<file path="src/hw/rtl/blrast_pkg.sv">
// ----------------------------------------------------------------------------
// blrast_pkg
// Shared constants and status types for the Bresenham line rasterizer.
// ----------------------------------------------------------------------------
package blrast_pkg;

   localparam int COORD_BITS_DEFAULT = 12;
   localparam int COLOR_BITS         = 16;
   localparam int SCREEN_BITS        = 11;
   localparam int CSR_INDEX_BITS     = 2;

   localparam logic [SCREEN_BITS-1:0] SCREEN_WIDTH_RESET  = 11'd466;
   localparam logic [SCREEN_BITS-1:0] SCREEN_HEIGHT_RESET = 11'd466;

   // configuration register indexes
   localparam logic [CSR_INDEX_BITS-1:0] REG_SCREEN_WIDTH  = 2'd0;
   localparam logic [CSR_INDEX_BITS-1:0] REG_SCREEN_HEIGHT = 2'd1;

   // request kinds
   localparam logic REQ_TICK  = 1'b0;
   localparam logic REQ_START = 1'b1;

   typedef struct packed {
      logic full;
      logic empty;
   } queue_status_type;

   typedef struct packed {
      logic busy;
      logic pop;
      logic emit;
      logic emit_last;
   } back_status_type;

endpackage

</file>
<file path="src/hw/rtl/bresenham_line_rasterizer_unit.sv">
// path: an accepted beat is written into a queue entry; the back end pops it and
// registers any pixel it yields in the output register that drives rsp
// throughput: one beat per cycle unless rsp stalls; one back-end error update per cycle
// a two-entry queue decouples request acceptance from the stepping back end
// reset: synchronous, clears queue, line busy flag and output valid; screen size
// registers return to 466 x 466
// ----------------------------------------------------------------------------
// bresenham_line_rasterizer_unit
// All-octant Bresenham line stepper with screen clipping flags and a
// register write port for the screen size.
// ----------------------------------------------------------------------------
module bresenham_line_rasterizer_unit #(
   parameter int COORD_BITS = blrast_pkg::COORD_BITS_DEFAULT,
   parameter int REQ_W      = ((4 * COORD_BITS + blrast_pkg::COLOR_BITS + 7) / 8) * 8,
   parameter int RSP_W      = ((2 * COORD_BITS + blrast_pkg::COLOR_BITS + 7) / 8) * 8
) (
   input  logic                                  clock,
   input  logic                                  reset,
   input  logic                                  req_tvalid,
   output logic                                  req_tready,
   // start_x, start_y, end_x, end_y, line_color
   input  logic [REQ_W-1:0]                      req_tdata,
   // req_type
   input  logic                                  req_tuser,
   output logic                                  rsp_tvalid,
   input  logic                                  rsp_tready,
   // pixel_x, pixel_y, pixel_color
   output logic [RSP_W-1:0]                      rsp_tdata,
   // in_view
   output logic                                  rsp_tuser,
   output logic                                  rsp_tlast,
   input  logic                                  csr_valid,
   output logic                                  csr_ready,
   input  logic [blrast_pkg::CSR_INDEX_BITS-1:0] csr_index,
   input  logic [blrast_pkg::SCREEN_BITS-1:0]    csr_data
);

   localparam int ENTRY_W = 6 * COORD_BITS + 20;

   logic [blrast_pkg::SCREEN_BITS-1:0] width_ff, width_in;
   logic [blrast_pkg::SCREEN_BITS-1:0] height_ff, height_in;

   logic                         push_valid, push_ready, pop_valid, pop_ready;
   logic [ENTRY_W-1:0]           push_data, pop_data;
   blrast_pkg::queue_status_type q_stat;
   blrast_pkg::back_status_type  b_stat;

   assign csr_ready = 1'b1;

   always_comb begin
      width_in  = width_ff;
      height_in = height_ff;
      if (csr_valid) begin
         unique case (csr_index)
            blrast_pkg::REG_SCREEN_WIDTH:  width_in  = csr_data;
            blrast_pkg::REG_SCREEN_HEIGHT: height_in = csr_data;
            default: begin
            end
         endcase
      end
   end

   always_ff @(posedge clock) begin
      if (reset) begin
         width_ff  <= blrast_pkg::SCREEN_WIDTH_RESET;
         height_ff <= blrast_pkg::SCREEN_HEIGHT_RESET;
      end else begin
         width_ff  <= width_in;
         height_ff <= height_in;
      end
   end

   blrast_front #(
      .COORD_BITS (COORD_BITS),
      .REQ_W      (REQ_W),
      .ENTRY_W    (ENTRY_W)
   ) u_front (
      .req_tvalid (req_tvalid),
      .req_tready (req_tready),
      .req_tdata  (req_tdata),
      .req_tuser  (req_tuser),
      .push_valid (push_valid),
      .push_ready (push_ready),
      .push_data  (push_data)
   );

   blrast_queue #(
      .WIDTH (ENTRY_W)
   ) u_queue (
      .clock      (clock),
      .reset      (reset),
      .push_valid (push_valid),
      .push_ready (push_ready),
      .push_data  (push_data),
      .pop_valid  (pop_valid),
      .pop_ready  (pop_ready),
      .pop_data   (pop_data),
      .status     (q_stat)
   );

   blrast_back #(
      .COORD_BITS (COORD_BITS),
      .ENTRY_W    (ENTRY_W),
      .RSP_W      (RSP_W)
   ) u_back (
      .clock         (clock),
      .reset         (reset),
      .pop_valid     (pop_valid),
      .pop_ready     (pop_ready),
      .pop_data      (pop_data),
      .screen_width  (width_ff),
      .screen_height (height_ff),
      .rsp_tvalid    (rsp_tvalid),
      .rsp_tready    (rsp_tready),
      .rsp_tdata     (rsp_tdata),
      .rsp_tuser     (rsp_tuser),
      .rsp_tlast     (rsp_tlast),
      .status        (b_stat)
   );

   // queue can never claim full and empty together
   assert property (@(posedge clock) disable iff (reset)
      !(q_stat.full && q_stat.empty))
      else $error("queue full and empty at once");

   // back end only pops an entry that exists
   assert property (@(posedge clock) disable iff (reset)
      b_stat.pop |-> !q_stat.empty)
      else $error("pop from empty queue");

   // emitting the final pixel leaves the line idle
   assert property (@(posedge clock) disable iff (reset)
      (b_stat.emit && b_stat.emit_last) |=> !b_stat.busy)
      else $error("busy after last pixel");

   // a pixel beat always follows an emit
   assert property (@(posedge clock) disable iff (reset)
      b_stat.emit |=> rsp_tvalid)
      else $error("emitted pixel not presented");

endmodule

</file>
<file path="src/hw/rtl/blrast_front.sv">
// ----------------------------------------------------------------------------
// blrast_front
// Accepts request beats, splits the payload and precomputes the line
// deltas and step directions for start requests.
// ----------------------------------------------------------------------------
module blrast_front #(
   parameter int COORD_BITS = blrast_pkg::COORD_BITS_DEFAULT,
   parameter int REQ_W      = 64,
   parameter int ENTRY_W    = 6 * COORD_BITS + 20
) (
   input  logic               req_tvalid,
   output logic               req_tready,
   input  logic [REQ_W-1:0]   req_tdata,
   input  logic               req_tuser,
   output logic               push_valid,
   input  logic               push_ready,
   output logic [ENTRY_W-1:0] push_data
);

   localparam int C = COORD_BITS;

   logic [C-1:0]                        sx, sy, ex, ey;
   logic [blrast_pkg::COLOR_BITS-1:0]   color;
   logic signed [C:0]                   dx_w, dy_w;
   logic [C-1:0]                        delta_x;
   logic [C:0]                          delta_y_neg;
   logic                                step_x_neg, step_y_neg;

   assign sx    = req_tdata[C-1:0];
   assign sy    = req_tdata[2*C-1:C];
   assign ex    = req_tdata[3*C-1:2*C];
   assign ey    = req_tdata[4*C-1:3*C];
   assign color = req_tdata[4*C+blrast_pkg::COLOR_BITS-1:4*C];

   assign dx_w = $signed({ex[C-1], ex}) - $signed({sx[C-1], sx});
   assign dy_w = $signed({ey[C-1], ey}) - $signed({sy[C-1], sy});

   // step is negative unless the target lies strictly ahead
   assign step_x_neg = dx_w[C] || (dx_w == '0);
   assign step_y_neg = dy_w[C] || (dy_w == '0);

   always_comb begin
      logic [C:0] abs_x;
      abs_x       = dx_w[C] ? (-dx_w) : dx_w;
      delta_x     = abs_x[C-1:0];
      delta_y_neg = dy_w[C] ? dy_w : (-dy_w);
   end

   assign req_tready = push_ready;
   assign push_valid = req_tvalid;
   assign push_data  = {step_y_neg, step_x_neg, delta_y_neg, delta_x, color,
                        ey, ex, sy, sx, req_tuser};

endmodule

</file>
<file path="src/hw/rtl/blrast_queue.sv">
// ----------------------------------------------------------------------------
// blrast_queue
// Two-entry register queue between the request front and the stepping back.
// ----------------------------------------------------------------------------
module blrast_queue #(
   parameter int WIDTH = 92
) (
   input  logic                         clock,
   input  logic                         reset,
   input  logic                         push_valid,
   output logic                         push_ready,
   input  logic [WIDTH-1:0]             push_data,
   output logic                         pop_valid,
   input  logic                         pop_ready,
   output logic [WIDTH-1:0]             pop_data,
   output blrast_pkg::queue_status_type status
);

   logic [WIDTH-1:0] entry_ff [2];
   logic             wr_ptr_ff, wr_ptr_in;
   logic             rd_ptr_ff, rd_ptr_in;
   logic [1:0]       count_ff, count_in;
   logic             push, pop;

   assign push_ready = (count_ff != 2'd2);
   assign pop_valid  = (count_ff != 2'd0);
   assign push       = push_valid && push_ready;
   assign pop        = pop_valid && pop_ready;
   assign pop_data   = entry_ff[rd_ptr_ff];

   assign status.full  = (count_ff == 2'd2);
   assign status.empty = (count_ff == 2'd0);

   always_comb begin
      wr_ptr_in = push ? ~wr_ptr_ff : wr_ptr_ff;
      rd_ptr_in = pop ? ~rd_ptr_ff : rd_ptr_ff;
      count_in  = count_ff;
      if (push && !pop) begin
         count_in = count_ff + 2'd1;
      end else if (pop && !push) begin
         count_in = count_ff - 2'd1;
      end
   end

   always_ff @(posedge clock) begin
      if (reset) begin
         wr_ptr_ff <= 1'b0;
         rd_ptr_ff <= 1'b0;
         count_ff  <= 2'd0;
      end else begin
         wr_ptr_ff <= wr_ptr_in;
         rd_ptr_ff <= rd_ptr_in;
         count_ff  <= count_in;
      end
   end

   always_ff @(posedge clock) begin
      if (push) begin
         entry_ff[wr_ptr_ff] <= push_data;
      end
   end

endmodule

</file>
<file path="src/hw/rtl/blrast_back.sv">
// ----------------------------------------------------------------------------
// blrast_back
// Holds the line state, performs one Bresenham error update per tick and
// registers the emitted pixel for the result channel.
// ----------------------------------------------------------------------------
module blrast_back #(
   parameter int COORD_BITS = blrast_pkg::COORD_BITS_DEFAULT,
   parameter int ENTRY_W    = 6 * COORD_BITS + 20,
   parameter int RSP_W      = 40
) (
   input  logic                                clock,
   input  logic                                reset,
   input  logic                                pop_valid,
   output logic                                pop_ready,
   input  logic [ENTRY_W-1:0]                  pop_data,
   input  logic [blrast_pkg::SCREEN_BITS-1:0]  screen_width,
   input  logic [blrast_pkg::SCREEN_BITS-1:0]  screen_height,
   output logic                                rsp_tvalid,
   input  logic                                rsp_tready,
   output logic [RSP_W-1:0]                    rsp_tdata,
   output logic                                rsp_tuser,
   output logic                                rsp_tlast,
   output blrast_pkg::back_status_type         status
);

   localparam int C  = COORD_BITS;
   localparam int EW = COORD_BITS + 3;
   localparam int CW = (COORD_BITS - 1 > blrast_pkg::SCREEN_BITS) ?
                       (COORD_BITS - 1) : blrast_pkg::SCREEN_BITS;
   localparam int CB = blrast_pkg::COLOR_BITS;

   // queue entry fields
   logic          q_type;
   logic [C-1:0]  q_sx, q_sy, q_ex, q_ey, q_dx;
   logic [CB-1:0] q_color;
   logic [C:0]    q_dyn;
   logic          q_sxn, q_syn;

   assign {q_syn, q_sxn, q_dyn, q_dx, q_color, q_ey, q_ex, q_sy, q_sx, q_type} = pop_data;

   // line state
   logic          busy_ff, busy_in;
   logic [C-1:0]  cur_x_ff, cur_x_in, cur_y_ff, cur_y_in;
   logic [C-1:0]  tgt_x_ff, tgt_x_in, tgt_y_ff, tgt_y_in;
   logic          sxn_ff, sxn_in, syn_ff, syn_in;
   logic [C-1:0]  dx_ff, dx_in;
   logic [C:0]    dyn_ff, dyn_in;
   logic [EW-1:0] err_ff, err_in;
   logic [CB-1:0] color_ff, color_in;

   // output register
   logic          out_valid_ff, out_valid_in;
   logic [C-1:0]  out_x_ff, out_y_ff;
   logic [CB-1:0] out_color_ff;
   logic          out_view_ff, out_view_in;
   logic          out_last_ff, out_last_in;

   logic              pop, emit, last;
   logic signed [EW:0] e2, dyn_cmp, dx_cmp;
   logic              move_x, move_y;

   assign pop_ready = !out_valid_ff || rsp_tready;
   assign pop       = pop_valid && pop_ready;
   // a tick with no line in progress is dropped
   assign emit      = pop && ((q_type == blrast_pkg::REQ_START) || busy_ff);

   assign e2      = $signed({err_ff, 1'b0});
   assign dyn_cmp = (EW + 1)'($signed(dyn_ff));
   assign dx_cmp  = (EW + 1)'(dx_ff);
   assign move_x  = (e2 >= dyn_cmp);
   assign move_y  = (e2 <= dx_cmp);

   always_comb begin
      logic [EW-1:0] add_x, add_y;
      busy_in  = busy_ff;
      cur_x_in = cur_x_ff;
      cur_y_in = cur_y_ff;
      tgt_x_in = tgt_x_ff;
      tgt_y_in = tgt_y_ff;
      sxn_in   = sxn_ff;
      syn_in   = syn_ff;
      dx_in    = dx_ff;
      dyn_in   = dyn_ff;
      err_in   = err_ff;
      color_in = color_ff;
      add_x    = move_x ? EW'($signed(dyn_ff)) : '0;
      add_y    = move_y ? EW'(dx_ff) : '0;
      if (q_type == blrast_pkg::REQ_START) begin
         cur_x_in = q_sx;
         cur_y_in = q_sy;
         tgt_x_in = q_ex;
         tgt_y_in = q_ey;
         sxn_in   = q_sxn;
         syn_in   = q_syn;
         dx_in    = q_dx;
         dyn_in   = q_dyn;
         err_in   = EW'(q_dx) + EW'($signed(q_dyn));
         color_in = q_color;
      end else begin
         err_in = err_ff + add_x + add_y;
         if (move_x) begin
            cur_x_in = sxn_ff ? (cur_x_ff - C'(1)) : (cur_x_ff + C'(1));
         end
         if (move_y) begin
            cur_y_in = syn_ff ? (cur_y_ff - C'(1)) : (cur_y_ff + C'(1));
         end
      end
      last    = (cur_x_in == tgt_x_in) && (cur_y_in == tgt_y_in);
      busy_in = emit ? !last : busy_ff;
   end

   assign out_valid_in = emit || (out_valid_ff && !rsp_tready);
   assign out_last_in  = last;
   assign out_view_in  = !cur_x_in[C-1] && !cur_y_in[C-1] &&
                         (CW'(cur_x_in[C-2:0]) < CW'(screen_width)) &&
                         (CW'(cur_y_in[C-2:0]) < CW'(screen_height));

   always_ff @(posedge clock) begin
      if (reset) begin
         busy_ff      <= 1'b0;
         out_valid_ff <= 1'b0;
      end else begin
         busy_ff      <= busy_in;
         out_valid_ff <= out_valid_in;
      end
   end

   always_ff @(posedge clock) begin
      if (emit) begin
         cur_x_ff     <= cur_x_in;
         cur_y_ff     <= cur_y_in;
         tgt_x_ff     <= tgt_x_in;
         tgt_y_ff     <= tgt_y_in;
         sxn_ff       <= sxn_in;
         syn_ff       <= syn_in;
         dx_ff        <= dx_in;
         dyn_ff       <= dyn_in;
         err_ff       <= err_in;
         color_ff     <= color_in;
         out_x_ff     <= cur_x_in;
         out_y_ff     <= cur_y_in;
         out_color_ff <= color_in;
         out_view_ff  <= out_view_in;
         out_last_ff  <= out_last_in;
      end
   end

   assign rsp_tvalid = out_valid_ff;
   assign rsp_tdata  = RSP_W'({out_color_ff, out_y_ff, out_x_ff});
   assign rsp_tuser  = out_view_ff;
   assign rsp_tlast  = out_last_ff;

   assign status.busy      = busy_ff;
   assign status.pop       = pop;
   assign status.emit      = emit;
   assign status.emit_last = last;

endmodule
</file>
<file path="config.mk">
export PLATFORM = sky130hd
export DESIGN_NAME = bresenham_line_rasterizer_unit
export DESIGN_NICKNAME = d
export VERILOG_FILES = /design/src/hw/rtl/blrast_pkg.sv /design/src/hw/rtl/bresenham_line_rasterizer_unit.sv /design/src/hw/rtl/blrast_front.sv /design/src/hw/rtl/blrast_queue.sv /design/src/hw/rtl/blrast_back.sv
export SDC_FILE = /design/constraint.sdc
export NUM_CORES = 1
export LEC_CHECK = 0
export BUFFER_PORTS_ARGS = -buffer_cell sky130_fd_sc_hd__buf_4
export CAP_MARGIN = 10
export CORE_ASPECT_RATIO = 0.9
export CORE_MARGIN = 2
export CORE_UTILIZATION = 37
export CTS_BUF_LIST = sky130_fd_sc_hd__clkbuf_8
export CTS_CLUSTER_DIAMETER = 120
export CTS_CLUSTER_SIZE = 25
export DETAILED_ROUTE_END_ITERATION = 8
export GPL_TIMING_DRIVEN = 0
export HOLD_SLACK_MARGIN = 0.15
export SYNTH_ARGS = -nofsm -noshare
export SYNTH_HDL_FRONTEND = slang
export SYNTH_HIERARCHICAL = 1
export SYNTH_SLANG_ARGS = --single-unit
</file>
<file path="constraint.sdc">
create_clock -name clock -period 11.7 [get_ports clock]
set_input_delay 0.585 -clock clock [delete_from_list [all_inputs] [get_ports clock]]
set_output_delay 0.585 -clock clock [all_outputs]
set_load 0.005 [all_outputs]
</file>
## Word-level counts from Yosys, hierarchy flattened

Memory sizes are Yosys's and may differ from the RTL's. A register that Yosys moved wholly into a read port is not among the register bits.
Cells that the tools add are included.

- $add $sub $neg: 13
- $lt $le $gt $ge: 4
- Equality and inequality tests: 4
- Muxes and demuxes: 19
- Bitwise logic cells: 2
- Reduce and logical (&&, ||, !) cells: 30

Operator list:

| operator | count |
|---|---|
| $mux W12 | 10 |
| $add A15 B15 Y15 | 2 |
| $mux W15 | 2 |
| $logic_not A13 Y1 | 2 |
| $sub A12 B12 Y13 | 2 |
| $add A12 B1 Y12 const B | 2 |
| $eq A12 B12 Y1 | 2 |
| $sub A12 B1 Y12 const B | 2 |
| $lt A11 B11 Y1 | 2 |
| $ge A16 B13 Y1 | 1 |
| $le A16 B13 Y1 | 1 |
| $add A13 B13 Y14 | 1 |
| $mux W13 | 1 |
| $neg A13 Y13 | 1 |
| $neg A12 Y12 | 1 |
| $logic_and A1 B1 Y1 | 10 |
| $logic_not A1 Y1 | 7 |
| $reduce_and A2 Y1 | 3 |
| $logic_or A1 B1 Y1 | 5 |
| $mux W1 | 4 |
| $mux W2 | 2 |
| $reduce_bool A2 Y1 | 2 |
| $add A2 B1 Y2 const B | 1 |
| $eq A2 B1 Y1 const B | 1 |
| 4 further kinds | 5 |

- Register bits after elaboration: 136
- RAM bits: 184
- Input bits: 83
- Memories: 1

Memories:

| memory | words | width | rd ports | clocked after Yosys merged registers in | wr ports | line | RTL |
|---|---|---|---|---|---|---|---|
| u_queue.entry_ff | 2 | 92 | 1 | 1 | 1 | blrast_queue.sv:19 | `logic [WIDTH-1:0] entry_ff [2];` |

## Depth between registers and ports, before layout

- Word-level depth: 8
- Mapped depth: 24
- Mapped depth without buffers: 23

## Hierarchy

The synthesis kept the hierarchy.

Modules (own cells, without submodules):

| module | times used | cells each | area an instance (um^2) |
|---|---|---|---|
| blrast_back | 1 | 868 | 8,841.0 |
| blrast_queue | 1 | 313 | 6,845.3 |
| blrast_front | 1 | 321 | 2,309.7 |
| bresenham_line_rasterizer_unit | 1 | 90 | 912.1 |

## Worst setup path before layout

Ideal clock, no wire load.

- Path kind: flip-flop to flip-flop
- From: register u_back.err_ff[8]
- To: register u_back.err_ff[13] (data pin)
- Arrival: 4,949 ps
- Required time: 11,434 ps
- Setup slack: 6,485 ps
- Stages on the path, launching flop included: 22
- Buffers on the path: 2
- Clock period less this slack: 5,215 ps
- Path through: edfxtp_1 ha_1 and4_1 and4_1 a31o_2 nor2_1 clkbuf_1 clkbuf_1 nor2_1 fa_1 fa_1 a21o_1 a21oi_1 o21bai_1 a21oi_1 o21bai_1 a21oi_1 o21bai_1 a2111oi_0 nor2_1 xnor2_1 o21bai_1

- Word-level cells in the longest chain between the ends: 5

RTL lines:

| element | line | RTL |
|---|---|---|
| start, declared | blrast_back.sv:48 | `logic [EW-1:0] err_ff, err_in;` |
| start signal, assigned | blrast_back.sv:138 | `err_ff <= err_in;` |
| $ge A16 B13 Y1 | blrast_back.sv:70 | `assign move_x = (e2 >= dyn_cmp);` |
| $mux W15 | blrast_back.sv:86 | `add_x = move_x ? EW'($signed(dyn_ff)) : '0;` |
| $add A15 B15 Y15 | blrast_back.sv:100 | `err_in = err_ff + add_x + add_y;` |
| $add A15 B15 Y15 (*) | blrast_back.sv:100 |  |
| $mux W15 (*) | blrast_back.sv:88 | `if (q_type == blrast_pkg::REQ_START) begin` |
| via u_back.err_in[13] | blrast_back.sv:48 |  |

Mark *: on every way through the listed nets, which the timed path passes. The rest lies on a longest branch.
A chain may end at the register's enable or synchronous reset.

==> metrics list <==
- Run status: finished, final reports clean
* Avg Vias per Cell: 5.192
- Start point of the worst min-delay path: req_tdata[49]
* Register clock-pin slew on the reported worst setup and hold paths: 150 ps
- Mapped cell area: 18,870 um^2
* Max-cap violation count: 0
* Post-cts repair resize count: 0
- Synthesized netlist net count: 1,808
* Die footprint: 52,840 um^2
- Final cycle utilization of the critical path: 0.7331
- Kind of critical path: reg -> reg
- The detailed router finished its first iteration with 1,036 violations.
- Die height: 218.3 um
* Clock tree from TritonCTS: yes
* Number of slew-limit violations in the final report: 0
- The clock arrives with 57.25 ps of skew.
- Row count: 78
- After filler insertion, the fill cell instance count of the layout stands at 4,863.
- DRC violation count after routing: 0
- The worst-case IR drop observed on VDD is 0.1388 mV.
- Share of final-layout standard cells stronger than drive strength 1: 0.2242
- Once detail routing completed, the nets flagged for antenna violations numbered 0.
* Most common library cell in the layout ignoring fill and taps: edfxtp_1
- The initial utilization of the core area, before any placement, comes to 0.3748.
- Placed Instances: 2,378
* Gate Count Post-Synth: about 1,600
- Dividing total power by cell area gives a power density of 264.9 nW/um^2.
- Number of global-route vias before repair: 12,460
* H-tree lvl count: 1
- In the global route stage, overall resource usage came out at 0.1836.
* Tot Pwr: 5596 uW
- Total number of vias: 12,590
- Antenna cells: 0
* Clock latency of the later-clocked register in the worst-skew pair: around 610 ps
- Prior to clock tree synthesis, the placed netlist has a worst setup slack of 3198 ps.
- Sort of element at the end of the critical path: flip-flop
- For the worst setup path, the data arrival time is 9060 ps.
* Largest fanout on the critical path: 10
* Maximum number of pins on one net before global-route repair: 66
* Layout net count: roughly 2,000
- In the final routed layout, each cell accounts on average for 20.27 um.
* Floorplan die width: 242.1 um
- In this run the clock root is driven by a clkbuf_8.
* RSZ-0062 raised after global routing: false
* Number of placed I/O pins: around 130
- Overall routed net length: roughly 49,000 um
* Final Instance Count excl. Fillers: 2,424
- Once routing completed, OpenROAD measured the worst setup slack at 3123 ps.
* Hold_buf cts: 16
- The top cell types in the final layout, fill and taps aside, are edfxtp_1, buf_4, mux2_2, ha_1, inv_1.
* Detailed Routing Iterations Pass 1: 5
- The number of clock buffers added by TritonCTS is 17.
* RD Place Congestion: 0.8867
- Worst Setup Start Kind: flip-flop
- In this run the tool buffered the top-level ports with between 100 and 150 buffer cells.
* P_leak: ~0.0083 uW
- Post-synthesis area per instance: 11.89 um^2
- The initial antenna violation count is 0.
* Synthesis-to-finish area growth: 11.91%
* Yosys warnings: 6
* Number of endpoints with negative hold slack in the final report: 0
- Number of failing setup endpoints in the final timing report: 0
- Relative max-transition margin: 0.2895
- For this run the aggregate overflow at the end of global routing stands at 0.
- For the final routed database, the setup TNS stands at 0 ps.
- Required time at the endpoint of the critical path: between 10,000 and 15,000 ps
- Final critical-path required period: 8577 ps
* Maximum root-to-sink buffer count: 3
- The worst hold path belongs to the class in -> reg.
- Clk sink count: roughly 320
- Setup fix buffers added after clock tree synthesis: 0
- At the pin with the least slew margin, the transition time is around 1100 ps.
- Area of the core region: 50,360 um^2
- Global-route wire length before repair: 74,530 um
- Max Clk Rate: roughly 0.12 GHz
- Half-perimeter wire length after placement: about 38,000 um
layout make-up:
class | instances | area (um^2) | share of cell area
Inverter | 112 | 425.4 | 0.02014
Clock buffer | 18 | 247.7 | 0.01173
Tap cell | 680 | 850.8 | 0.04028
Multi-Input combinational cell | 1042 | 8363 | 0.3959
Sequential cell | 321 | 9349 | 0.4426
Buffer | 112 | 747.0 | 0.03537
Timing Repair Buffer | 127 | 1046 | 0.04952
Clock inverter | 12 | 92.59 | 0.004384
metal layers:
metal / vias up / track usage / wire length, um
met5: - / 0 / 0
met4: 0 / 0.03107 / 752
met3: 40 / 0.01891 / 2499
met2: 330 / 0.2814 / 21250
met1: 6199 / 0.2826 / 24640
li1: 6017 / - / -
state kept, by name, summed over array words and instances, names as in the netlist, 2 cells and up, named ones only:
register,flops
u_queue/entry_ff,184
u_back/out_color_ff,16
u_back/err_ff,15
u_back/dyn_ff,13
u_back/dx_ff,12
u_back/out_x_ff,12
u_back/out_y_ff,12
u_back/tgt_x_ff,12
u_back/tgt_y_ff,12
height_ff,11
width_ff,11
u_queue/count_ff,2
path summary, 6_finish.rpt:
kind / depth (start not counted) / to / slack (ps)
max reg2reg: 22 / u_back/rsp_tuser / 3120
min reg2reg: 2 / height_ff[9] / 490
max: 22 / u_back/rsp_tuser / 3120
min: 1 / u_queue/entry_ff[0][50] / 210
critical path: stages (launching register included):
cell,delay [ps]
dfxtp_1,350
buf_2,260
buf_2,380
mux2_2,230
clkbuf_1,460
clkbuf_1,570
buf_2,420
buf_1,630
buf_2,420
clkbuf_1,480
buf_2,360
buf_2,360
buf_1,730
clkbuf_1,660
a21oi_1,340
ha_1,380
nor2b_1,130
o21ai_0,200
nand2_1,70
nor3_1,170
o221ai_1,140
or4_1,540
nor2_1,110
where the power goes:
group	total (uW)	internal, uW	switching, uW	leakage, uW
combinational	3230	1360	1860	0.00512
sequential	1840	1670	169	0.00295
clock	532	163	369	0.000196
per-stage QoR:
| stage | hold slack [ps] | instance area [um^2] | util |
|---|---|---|---|
| finish | 214.6 | 21120 | 0.4194 |
| CTS | 178.9 | 21120 | 0.4194 |
| detailed placement | 473.2 | 20620 | 0.4095 |
| global placement | 463.4 | 20540 | 0.4078 |
| global route | 188.9 | 21120 | 0.4194 |
| floorplan | 448.7 | 18870 | - |
(Power assumes the default switching activity.)
